### config.mk
export PLATFORM = sky130hd
export DESIGN_NAME = fcpf_fifo
export DESIGN_NICKNAME = d
export VERILOG_FILES = /design/src/fcpf_pkg.sv /design/src/fcpf_fifo.sv
export SDC_FILE = /design/constraint.sdc
export NUM_CORES = 1
export LEC_CHECK = 0
export BUFFER_PORTS_ARGS = -buffer_cell sky130_fd_sc_hd__buf_4
export CAP_MARGIN = 20
export CORE_MARGIN = 5
export CORE_UTILIZATION = 40
export DETAILED_ROUTE_END_ITERATION = 10
export PLACE_DENSITY = 0.71
export SYNTH_ARGS = -nofsm -noshare
export SYNTH_HDL_FRONTEND = slang
export SYNTH_SLANG_ARGS = --single-unit
### constraint.sdc
create_clock -name clk -period 2.2 [get_ports clk]
set_input_delay 0.22 -clock clk [delete_from_list [all_inputs] [get_ports clk]]
set_output_delay 0.22 -clock clk [all_outputs]
set_load 0.02 [all_outputs]
### src/fcpf_pkg.sv
// Package for the firmware chunk framer: constants, the queue word type and
// the back-end phase type. No dependencies.

package fcpf_pkg;

	localparam int BYTE_W      = 8;
	localparam int LEN_W       = 10;
	localparam int PKT_W       = 16;
	localparam int CHUNK_BYTES = 990;
	localparam int TOTAL_ADD   = 12;
	localparam int INNER_ADD   = 9;

	localparam int FIFO_DEPTH = 4;
	localparam int FIFO_AW    = $clog2(FIFO_DEPTH);
	localparam int FIFO_CW    = $clog2(FIFO_DEPTH + 1);

	localparam logic [BYTE_W-1:0] HDR_PROTO = 8'h80;
	localparam logic [BYTE_W-1:0] HDR_ONE   = 8'h01;
	localparam logic [BYTE_W-1:0] HDR_ZERO  = 8'h00;

	// one classified input word, as handed from front to back
	typedef struct packed {
		logic [BYTE_W-1:0] data;
		logic              first;
		logic              last;
		logic [LEN_W-1:0]  len;
		logic [PKT_W-1:0]  pkt;
	} cmd_t;

	typedef enum logic [3:0] {
		PH_TLEN_HI,
		PH_TLEN_LO,
		PH_PROTO,
		PH_ONE_A,
		PH_ONE_B,
		PH_ILEN_HI,
		PH_ILEN_LO,
		PH_ZERO,
		PH_PKT_HI,
		PH_PKT_LO,
		PH_DATA,
		PH_OR,
		PH_XOR
	} phase_t;

endpackage

### src/fcpf_fifo.sv
// Short queue of classified words between front and back end.
// Depends on fcpf_pkg.

module fcpf_fifo import fcpf_pkg::*; (
	input  logic clk,
	input  logic arst_n,
	input  cmd_t push_data,
	input  logic push_valid,
	output logic push_ready,
	output cmd_t pop_data,
	output logic pop_valid,
	input  logic pop
);

	cmd_t               mem_q [FIFO_DEPTH];
	logic [FIFO_AW-1:0] wr_ptr_q;
	logic [FIFO_AW-1:0] rd_ptr_q;
	logic [FIFO_CW-1:0] count_q;
	logic               do_push;
	logic               do_pop;

	assign push_ready = (count_q != FIFO_CW'(FIFO_DEPTH));
	assign pop_valid  = (count_q != '0);
	assign pop_data   = mem_q[rd_ptr_q];
	assign do_push    = push_valid && push_ready;
	assign do_pop     = pop && pop_valid;

	always_ff @(posedge clk) begin
		if (do_push) begin
			mem_q[wr_ptr_q] <= push_data;
		end
	end

	always_ff @(posedge clk or negedge arst_n) begin
		if (!arst_n) begin
			wr_ptr_q <= '0;
			rd_ptr_q <= '0;
			count_q  <= '0;
		end else begin
			if (do_push) begin
				wr_ptr_q <= wr_ptr_q + FIFO_AW'(1);
			end
			if (do_pop) begin
				rd_ptr_q <= rd_ptr_q + FIFO_AW'(1);
			end
			if (do_push && !do_pop) begin
				count_q <= count_q + FIFO_CW'(1);
			end else if (do_pop && !do_push) begin
				count_q <= count_q - FIFO_CW'(1);
			end
		end
	end

	a_count_range: assert property (@(posedge clk) disable iff (!arst_n)
		count_q <= FIFO_CW'(FIFO_DEPTH))
		else $error("queue count above depth");

endmodule

==> flow_summary.toml, run 1 <==
[synth]
synth_largest_type_area_fraction_pct = 76.94
post_synth_instance_area_sq_um = 5620
netlist-cell-type-count = 19
avgSynthCellArea_sq_um = 25.20
ys_warn_count = 0
synth_nets = 269
yosys-top-cells-area = "sky130_fd_sc_hd__edfxtp_1 (77%), sky130_fd_sc_hd__mux4_2 (14%), sky130_fd_sc_hd__dfrtp_1 (3.1%)"
postSynthRegisterBits = 151
postSynthCellCount = 223
ys_seq_area_share_pct = 80.05
netlist.top_cell.by_area = "sky130_fd_sc_hd__edfxtp_1"

[route]
drt_iter0_markers = 160
vias = 2643
post_detailed_route_via_to_cell_ratio = 4.797
wl_per_cell_microns = 17.76
drt_drc_violations_left = 0
detail_route.wirelength_microns = 9784
detail_route.first_pass.iterations = 4
drt.antenna.violating_nets = 0

[floorplan]
i_o_pin_total = 78
floorplan.rows = 43
placeableCoreArea_sq_um = 13830
design.die.area_sq_um = 16520
chipHeight_microns = 128.5
die_outline_width_microns = 128.5
start_util_pct = 40.65

[power_and_ir_drop]
total_leakage_power_nw = 2.626
net_switching_mw = 3.009
power_frac_clock_pct = 27.8
intPower_mw = 7.389
p_per_area_nw_per_um2 = 1391
swShare_pct = 28.94
portion_of_total_power_attributed_to_combinational_logic_pct = 33.7
power.sequential.fraction_pct = 38.5
max-vdd-ir-drop_uv = 804.6

[placed_design]
io_buffers = 77
dp_hpwl_microns = 5925
finalWeightedCongestion = 0.7030

[timing]
slew_headroom_pct = 75.47
max_clock_freq_mhz = 488.3
hold_violations = 0
final_max_slew_viol_count = 0
fin_tns_setup_ps = 0
count_of_endpoints_failing_setup_in_the_final_report = 0
finalClockSkew_ps = 5.075
rsz0062_at_grt = "false"
post-route-period-util_pct = 93.10
tightest_slew_ps = 368.0
fin_crit_ps = 2048

[clock_network]
cts_root_buffer = "sky130_fd_sc_hd__clkbuf_16"
htree_num_levels = 4
cts_tree = "yes"
cts_sinks = 151
clock_insertion_delay_worst_skew_ps = 410
worst_setup_hold_path_clk_slew_ps = 60
tritoncts.num_buffers = 17
cts_max_path_buffers = 2

[flow_run]
number_of_max_capacitance_violations_reported = 0

[worst_setup_path]
cpPeakStageDelay_ps = 430
cp.buffers_inverters = 1
worst-endpoint-arrival_ps = 2380
setup.worst_path.class = "reg -> reg"
critPathLaunchType = "flop"
r2r.worst_path.cells = 8
critical_path.most_common_cell = "sky130_fd_sc_hd__xor2_1"
critical_path_peak_fanout = 4
rr_startpoint = "count_q[0]"
crit_family = "simple AND/OR/NAND/NOR gates"
cells_traversed_along_the_worst_timing_path = "or3_4, nand2_2, ha_2, inv_1, fa_2, xor2_1, nor2_1, xor2_1"
r2r_slack_ps = 150
master_of_the_slowest_instance_on_the_critical_path = "sky130_fd_sc_hd__dfrtp_1"
worst_r2r_endpoint = "count_q[2]"
critical_path_required_ps = 2530
timing.critical_path.to_type = "flop"

[cells_and_area]
num-nets-final = 404
layout-area-overhead-vs-synth_pct = 33.04
mostFrequentLayoutCell = "sky130_fd_sc_hd__edfxtp_1"
multiInputGateArea_sq_um = 1049
final_core_utilization_pct = 54.08
post_route_cells_drive_above_1_share_pct = 43.94
fillerInstances = 1044
diodes = 0
area.sequential_sq_um = 4504
most-common-layout-cells = "sky130_fd_sc_hd__edfxtp_1 (144), sky130_fd_sc_hd__buf_4 (83), sky130_fd_sc_hd__mux4_2 (36)"

[grt]
grt_start_max_net_pins = 37
grt_first_pass_wirelength_microns = 15450
globalRouteOverflowTotal = 0
initial_antenna_violation_count = 0
number_of_global_route_vias_before_repair = 2900
groute.usage.overall_pct = 12.73

[worst_hold_path]
hold_path.class = "in -> reg"
number_of_stages_on_the_worst_hold_path = 1
timing.hold.worst_endpoint = "mem_q[1][30]"
timing.hold.worst.start = "push_data[30]"

[outcome]
outcome = "complete, no violations"
==> worst max path at each step <==
stage | startpoint | to | slack (ps) | cells past startpoint
finish | count_q[0] | count_q[2] | 150 | 8
global route | count_q[0] | count_q[2] | 20 | 8
CTS | rd_ptr_q[0] | pop_data[17] | 20 | 3
detailed placement | count_q[1] | count_q[2] | 70 | 8
global placement | count_q[1] | count_q[2] | 170 | 8
floorplan | count_q[1] | count_q[2] | 90 | 8
==> power groups by stage <==
stage	combinational [mW]	clock (mW)	sequential, mW
after global placement	3.44	0	4.04
after CTS	3.52	2.95	4.04
after floorplan	2.23	0	3.99
after detailed placement	3.46	0	4.09
after global routing	3.78	3.07	4.05
final	3.51	2.89	4.00
==> synthesized netlist by cell type <==
master                       n
sky130_fd_sc_hd__or3_1       1
sky130_fd_sc_hd__buf_4       1
sky130_fd_sc_hd__a21boi_2    1
sky130_fd_sc_hd__buf_12      2
sky130_fd_sc_hd__xor2_1      2
sky130_fd_sc_hd__nand3_1     1
sky130_fd_sc_hd__nor2_1      2
sky130_fd_sc_hd__fa_1        1
sky130_fd_sc_hd__inv_1       3
sky130_fd_sc_hd__ha_1        5
sky130_fd_sc_hd__buf_6       1
sky130_fd_sc_hd__and2_1      4
sky130_fd_sc_hd__edfxtp_1  144
sky130_fd_sc_hd__dfrtp_1     7
sky130_fd_sc_hd__xnor2_1     4
sky130_fd_sc_hd__mux2_2      2
sky130_fd_sc_hd__buf_2       4
sky130_fd_sc_hd__nand2_1     2
sky130_fd_sc_hd__mux4_2     36
==> what timing repair did <==
action | 4_1_cts | 5_1_grt
pin swaps | 0 | 2
resized for setup | 1 | 4
endpoints found under the hold margin | 143 | 0
buffers inserted | 0 | 3
setup endpoints to repair | 12 | 9
hold buffers | 35 | 0
==> per-layer routing <==
| layer | global-route usage (%) | part of all wire, % |
|---|---|---|
| met5 | 0 | 0 |
| met4 | 5.744 | 1.4 |
| met3 | 3.778 | 3.9 |
| met2 | 21.12 | 53 |
| met1 | 15.51 | 42 |
==> cell type report <==
cell class | count | share of cell area [%]
timing repair buffer | 124 | 14.63
multi-input combinational | 61 | 14.02
sequential | 151 | 60.24
clock inverter | 12 | 2.108
tap | 180 | 3.012
inverter | 3 | 0.1506
clock buffer | 20 | 5.840
==> through the flow <==
step,hold WS (ps),instance area (sq um),worst slack (ps),power (mW),instances
global placement,37.69,6495,169.7,7.486,481
CTS,0.8724,7442,17.80,10.51,548
finish,21.05,7477,151.9,10.40,551
global route,7.643,7477,24.94,10.91,551
detailed placement,39.57,6495,70.05,7.549,481
floorplan,-75.59,5620,93.43,6.221,223
==> worst register-to-register path, cell delays in order (launching register included) <==
cell	delay (ps)
sky130_fd_sc_hd__dfrtp_1	430
sky130_fd_sc_hd__or3_4	410
sky130_fd_sc_hd__nand2_2	90
sky130_fd_sc_hd__ha_2	180
sky130_fd_sc_hd__inv_1	60
sky130_fd_sc_hd__fa_2	340
sky130_fd_sc_hd__xor2_1	160
sky130_fd_sc_hd__nor2_1	140
sky130_fd_sc_hd__xor2_1	160
==> cell families after synthesis <==
| family | share of synthesized area [%] |
|---|---|
| AO/OA/AOI/OAI | 0.2003 |
| XOR/XNOR | 0.9350 |
| adder cells (fa/ha/maj) | 1.469 |
| buffers and inverters | 1.603 |
| flip-flops | 80.05 |
| multiplexers | 14.83 |
| AND/OR/NAND/NOR | 0.9127 |
==> sequential cells by signal (all words and copies together) (netlist names) <==
signal	flops
wr_ptr_q	2
mem_q	144
rd_ptr_q	2
count_q	3
(Power assumes the default switching activity.)
==> run 2: changes to the inputs <==
--- a/config.mk
+++ b/config.mk
@@ -5,12 +5,12 @@
 export SDC_FILE = /design/constraint.sdc
 export NUM_CORES = 1
 export LEC_CHECK = 0
-export BUFFER_PORTS_ARGS = -buffer_cell sky130_fd_sc_hd__buf_4
 export CAP_MARGIN = 20
 export CORE_MARGIN = 5
 export CORE_UTILIZATION = 40
 export DETAILED_ROUTE_END_ITERATION = 10
-export PLACE_DENSITY = 0.71
+export DONT_BUFFER_PORTS = 1
+export PLACE_DENSITY = 0.64
 export SYNTH_ARGS = -nofsm -noshare
 export SYNTH_HDL_FRONTEND = slang
 export SYNTH_SLANG_ARGS = --single-unit
==> constraint.sdc (replaced) <==
create_clock -name clk -period 1.95 [get_ports clk]
set_input_delay 0.195 -clock clk [delete_from_list [all_inputs] [get_ports clk]]
set_output_delay 0.195 -clock clk [all_outputs]
set_load 0.02 [all_outputs]
==> run 2 against run 1 <==
Via count down 9.3%. Wire length is 0.71% higher. Critical path depth is the same. Design area down 7.5%. Clock-buffer cell count up 3. Global-route usage increased by 0.25 points. Utilization decreased by 4.0 points. Clock skew is 13 ps higher. Clock power rose by 4%. Sequential share of layout area is 4.8 points higher.
==> flow_summary.toml, run 2 (synthesis gave the netlist of run 1 again) <==
[outcome]
outcome = "complete, no violations"

[power_and_ir_drop]
swShare_pct = 30.80
p_per_area_nw_per_um2 = 1559
portion_of_total_power_attributed_to_combinational_logic_pct = 30.5
max-vdd-ir-drop_uv = 787.4
total_leakage_power_nw = 2.263
net_switching_mw = 3.320
power.sequential.fraction_pct = 41.5
power_frac_clock_pct = 28.0
intPower_mw = 7.462

[cells_and_area]
post_route_cells_drive_above_1_share_pct = 31.10
diodes = 0
instances_no_fill = 479
final_core_utilization_pct = 50.03
most-common-layout-cells = "sky130_fd_sc_hd__edfxtp_1 (144), sky130_fd_sc_hd__dlygate4sd3_1 (38), sky130_fd_sc_hd__mux4_2 (36)"
postLayoutCellArea_sq_um = 6918
largest_reg_flops = 144
num-nets-final = 332
layout-area-overhead-vs-synth_pct = 23.09
layout_top_registers = "mem_q (144), count_q (3)"
regMostFlops = "mem_q"
mostFrequentLayoutCell = "sky130_fd_sc_hd__edfxtp_1"

[placed_design]
dpl_cell_area_sq_um = 5949
dp_hpwl_microns = 6073
io_buffers = 0
dp.cells = 409
finalWeightedCongestion = 0.7077

[route]
detail_route.first_pass.iterations = 4
drt_iter0_markers = 136
vias = 2396
detail_route.wirelength_microns = 9853
drt.antenna.violating_nets = 0
drt_drc_violations_left = 0
wl_per_cell_microns = 20.57
post_detailed_route_via_to_cell_ratio = 5.002

[clock_network]
cts_setup_buffers = 0
clock_insertion_delay_worst_skew_ps = 420
cts_root_buffer = "sky130_fd_sc_hd__clkbuf_16"
cts_tree = "yes"
htree_num_levels = 4
cts_max_path_buffers = 2
cts_sinks = 151
worst_setup_hold_path_clk_slew_ps = 60
tritoncts.num_buffers = 17

[flow_run]
number_of_max_capacitance_violations_reported = 0

[worst_setup_path]
setup.worst_path.class = "reg -> reg"
crit_family = "simple AND/OR/NAND/NOR gates"
master_of_the_slowest_instance_on_the_critical_path = "sky130_fd_sc_hd__or3_4"
cells_traversed_along_the_worst_timing_path = "or3_4, nand2_4, ha_4, inv_2, fa_2, xor2_1, nor2_1, xor2_1"
critical_path_required_ps = 2290
cp.buffers_inverters = 1
worst-endpoint-arrival_ps = 2240
timing.critical_path.to_type = "flop"
critPathLaunchType = "flop"
critical_path.most_common_cell = "sky130_fd_sc_hd__xor2_1"
cpPeakStageDelay_ps = 410
critical_path_peak_fanout = 2

[timing]
finalClockSkew_ps = 18.17
slew_headroom_pct = 75.91
tightest_slew_ps = 361.4
count_of_endpoints_failing_setup_in_the_final_report = 0
final_max_slew_viol_count = 0
rsz0062_at_grt = "true"
fin_tns_setup_ps = 0
fin_crit_ps = 1896
hold_violations = 0
fin_hold_ws_ps = 106.6
max_clock_freq_mhz = 527.4
post-route-period-util_pct = 97.24

[grt]
initial_antenna_violation_count = 0
groute.usage.overall_pct = 12.98
grt_start_max_net_pins = 31
grt_first_pass_wirelength_microns = 15320
globalRouteOverflowTotal = 0
number_of_global_route_vias_before_repair = 2686

[floorplan]
start_util_pct = 40.65
design.die.area_sq_um = 16520
floorplan.rows = 43
chipHeight_microns = 128.5
die_outline_width_microns = 128.5
placeableCoreArea_sq_um = 13830
i_o_pin_total = 78

[worst_hold_path]
hold_path.class = "in -> async"
run 2: path summary, 6_finish.rpt:
check                      startpoint  slack, ps  cells past startpoint          end
max                        count_q[0]         50                      8   count_q[2]
min                            arst_n        110                      1   count_q[0]
max reg2reg                count_q[0]         50                      8   count_q[2]
min reg2reg                count_q[2]        590                      2   count_q[2]
max in group asynchronous      arst_n       1570                      1  rd_ptr_q[0]
min in group clk           push_valid        270                      3  wr_ptr_q[0]
run 2: worst reg2reg max path, stage by stage (launching register included):
cell and delay [ps]:
sky130_fd_sc_hd__dfrtp_1 380, sky130_fd_sc_hd__or3_4 410, sky130_fd_sc_hd__nand2_4 80, sky130_fd_sc_hd__ha_4 130, sky130_fd_sc_hd__inv_2 40, sky130_fd_sc_hd__fa_2 330
sky130_fd_sc_hd__xor2_1 160, sky130_fd_sc_hd__nor2_1 120, sky130_fd_sc_hd__xor2_1 160
run 2: layout make-up:
cell class                      instances  area [sq um]
Clock buffer                           23         478.0
Sequential cell                       151          4502
Multi-Input combinational cell         61          1064
Tap cell                              180         225.2
Fill cell                            1084          6909
Timing Repair Buffer                   52         560.5
Clock inverter                          9         77.57
Inverter                                3         11.26
run 2: stage by stage:
step | worst slack, ps | power (mW)
2_1_floorplan | -50.46 | 7.023
3_3_place_gp | 50.28 | 7.698
3_5_place_dp | -40.57 | 7.802
4_1_cts | 11.30 | 10.97
5_1_grt | -24.51 | 11.34
6_report | 53.88 | 10.78
run 2: timing repair:
item / 4_1_cts / 5_1_grt
pin swaps: 4 / 1
resized for setup: 5 / 3
hold buffers: 38 / 0
hold endpoints to repair: 153 / 0
setup endpoints to repair: 16 / 16
run 2: layer usage:
layer / GRT usage, % / share of wire, % / wire length (microns) / up-vias
met5: 0 / 0 / 0 / -
li1: - / - / - / 1061
met1: 14.43 / 39 / 3833 / 1254
met3: 5.396 / 7.5 / 743 / 10
met2: 21.85 / 52 / 5130 / 71
met4: 5.930 / 1.5 / 146 / 0
run 2: power groups by stage:
stage	sequential [mW]	clock (mW)	combinational, mW
final	4.47	3.02	3.29
after detailed placement	4.54	0	3.26
after global placement	4.50	0	3.20
after CTS	4.48	3.10	3.40
after global routing	4.52	3.25	3.57
after floorplan	4.50	0	2.53
==> run 3: changes to the inputs <==
--- a/config.mk
+++ b/config.mk
@@ -6,11 +6,11 @@
 export NUM_CORES = 1
 export LEC_CHECK = 0
 export CAP_MARGIN = 20
-export CORE_MARGIN = 5
-export CORE_UTILIZATION = 40
+export CORE_MARGIN = 8
+export CORE_UTILIZATION = 62
 export DETAILED_ROUTE_END_ITERATION = 10
 export DONT_BUFFER_PORTS = 1
-export PLACE_DENSITY = 0.64
+export PLACE_DENSITY = 0.88
 export SYNTH_ARGS = -nofsm -noshare
 export SYNTH_HDL_FRONTEND = slang
 export SYNTH_SLANG_ARGS = --single-unit
==> run 3 against run 2 <==
The run now ends with negative setup slack left. Wire length is 5.7% higher. Total power is 2.0% higher. Critical path type is now reg -> out. Highest routed layer unchanged. Final cell count is 14% lower. Sequential power is 2% higher. Clock skew is 11 ps lower. Largest power group unchanged. Via count is 4.0% higher. Sequential cell count stayed put. Non-clock buffer count is 10 higher. Critical endpoint is now pop_data[9].
==> flow_summary.toml, run 3 (synthesis gave the netlist of run 1 again) <==
[outcome]
outcome = "finished, violations left"
violations = "negative setup slack"

[worst_setup_path]
worst-endpoint-arrival_ps = 1760
critical_path_required_ps = 1750
setup.worst_path.class = "reg -> out"
critical_path_peak_fanout = 7
critPathLaunchType = "flop"
timing.critical_path.to_type = "output pin"

[timing]
tightest_slew_ps = 362.0
setup_slack_ps = -8.567
hold_violations = 0
post-route-period-util_pct = 100.4
rsz0062_at_grt = "true"
fin_hold_ws_ps = 44.19
slew_headroom_pct = 75.79
final_max_slew_viol_count = 0
finalClockSkew_ps = 6.849
max_clock_freq_mhz = 510.6
count_of_endpoints_failing_setup_in_the_final_report = 6
fin_crit_ps = 1959

[floorplan]
i_o_pin_total = 78
die_outline_width_microns = 111.2
floorplan.rows = 34
start_util_pct = 64.13
design.die.area_sq_um = 12370
placeableCoreArea_sq_um = 8763
chipHeight_microns = 111.2

[placed_design]
io_buffers = 0
dpl_cell_area_sq_um = 5864
finalWeightedCongestion = 0.6962
dp_hpwl_microns = 5989

[power_and_ir_drop]
total_leakage_power_nw = 2.327
max-vdd-ir-drop_uv = 1073
p_per_area_nw_per_um2 = 1591

[cells_and_area]
layout_top_registers = "mem_q (144), count_q (3)"
num-nets-final = 342
layout-area-overhead-vs-synth_pct = 22.95
most-common-layout-cells = "sky130_fd_sc_hd__edfxtp_1 (144), sky130_fd_sc_hd__dlygate4sd3_1 (38), sky130_fd_sc_hd__mux4_2 (36)"
post_route_cells_drive_above_1_share_pct = 32.57
postLayoutCellArea_sq_um = 6910
regMostFlops = "mem_q"
mostFrequentLayoutCell = "sky130_fd_sc_hd__edfxtp_1"
diodes = 0
fillerInstances = 451
area.sequential_sq_um = 4504
multiInputGateArea_sq_um = 1066
final_core_utilization_pct = 78.85
largest_reg_flops = 144

[route]
drt.antenna.violating_nets = 0
drt_drc_violations_left = 0
post_detailed_route_via_to_cell_ratio = 6.051
detail_route.first_pass.iterations = 5
wl_per_cell_microns = 25.27
detail_route.wirelength_microns = 10410
drt_iter0_markers = 134
vias = 2493

[clock_network]
cts_root_buffer = "sky130_fd_sc_hd__clkbuf_8"
cts_tree = "yes"
tritoncts.num_buffers = 17
cts_sinks = 151
clock_insertion_delay_worst_skew_ps = 500
worst_setup_hold_path_clk_slew_ps = 60
htree_num_levels = 4
cts_max_path_buffers = 2

[grt]
globalRouteOverflowTotal = 0
number_of_global_route_vias_before_repair = 2666
grt_first_pass_wirelength_microns = 15190
initial_antenna_violation_count = 0
groute.usage.overall_pct = 16.14
grt_start_max_net_pins = 27

[worst_hold_path]
hold_path.class = "in -> async"

[flow_run]
number_of_max_capacitance_violations_reported = 0
run 3: changes by cell type in the layout (fill, tap and decap cells not counted), sizes merged:
| cell | delta |
|---|---|
| clkinvlp | -3 |
| clkbuf | -3 |
| bufinv | +1 |
| clkinv | +1 |
| inv | +2 |
| buf | +7 |
run 3: layout make-up:
| type | instances | area share [%] |
|---|---|---|
| Tap cell | 108 | 1.955 |
| Inverter | 3 | 0.1630 |
| Sequential cell | 151 | 65.18 |
| Multi-Input combinational cell | 61 | 15.43 |
| Clock buffer | 17 | 5.993 |
| Clock inverter | 10 | 1.575 |
| Timing Repair Buffer | 62 | 9.705 |
run 3: stage by stage:
stage | TNS (ps) | power (mW) | worst slack, ps | instances
2_1_floorplan | -50.46 | 7.023 | -50.46 | 223
3_3_place_gp | 0 | 7.642 | 67.89 | 341
3_5_place_dp | -15.23 | 7.744 | -15.23 | 341
4_1_cts | -1321 | 10.73 | -66.49 | 406
5_1_grt | -1603 | 11.44 | -62.30 | 412
6_report | -26.84 | 11.00 | -8.567 | 412
run 3: power by group:
part	total, mW	switching, mW	internal (mW)	leakage [nW]
combinational	3.53	2.01	1.52	0.668
sequential	4.56	0.247	4.31	1.40
clock	2.90	1.13	1.78	0.261
total	11.0	3.38	7.61	2.33
run 3: path summary, 6_finish.rpt:
kind                        startpoint           to  slack (ps)  depth (start not counted)
setup / recovery           rd_ptr_q[0]  pop_data[9]          -9                          3
hold / removal                  arst_n  rd_ptr_q[1]          40                          1
setup reg to reg            count_q[0]   count_q[2]          20                          8
hold reg to reg             count_q[2]   count_q[2]         590                          2
max in group asynchronous       arst_n  rd_ptr_q[1]        1610                          1
min in group clk            push_valid  wr_ptr_q[0]         190                          3
run 3: metal layers:
layer,share of wire [%],GRT usage [%],vias to the layer above
li1,-,-,1078
met2,52,26.95,78
met4,1.3,4.533,0
met1,42,19.64,1325
met3,4.8,5.303,12
met5,0,0,-
run 3: what timing repair did:
action	in CTS	in global routing
hold buffers	38	0
pin swaps	1	3
gates resized for setup	3	4
endpoints found under the hold margin	153	0
cloned	0	4
endpoints found under the setup margin	31	27
buffers inserted	0	2
run 3: critical path: stages (launching register included):
cell	delay, ps
sky130_fd_sc_hd__dfrtp_2	380
sky130_fd_sc_hd__buf_4	140
sky130_fd_sc_hd__buf_12	140
sky130_fd_sc_hd__mux4_2	600
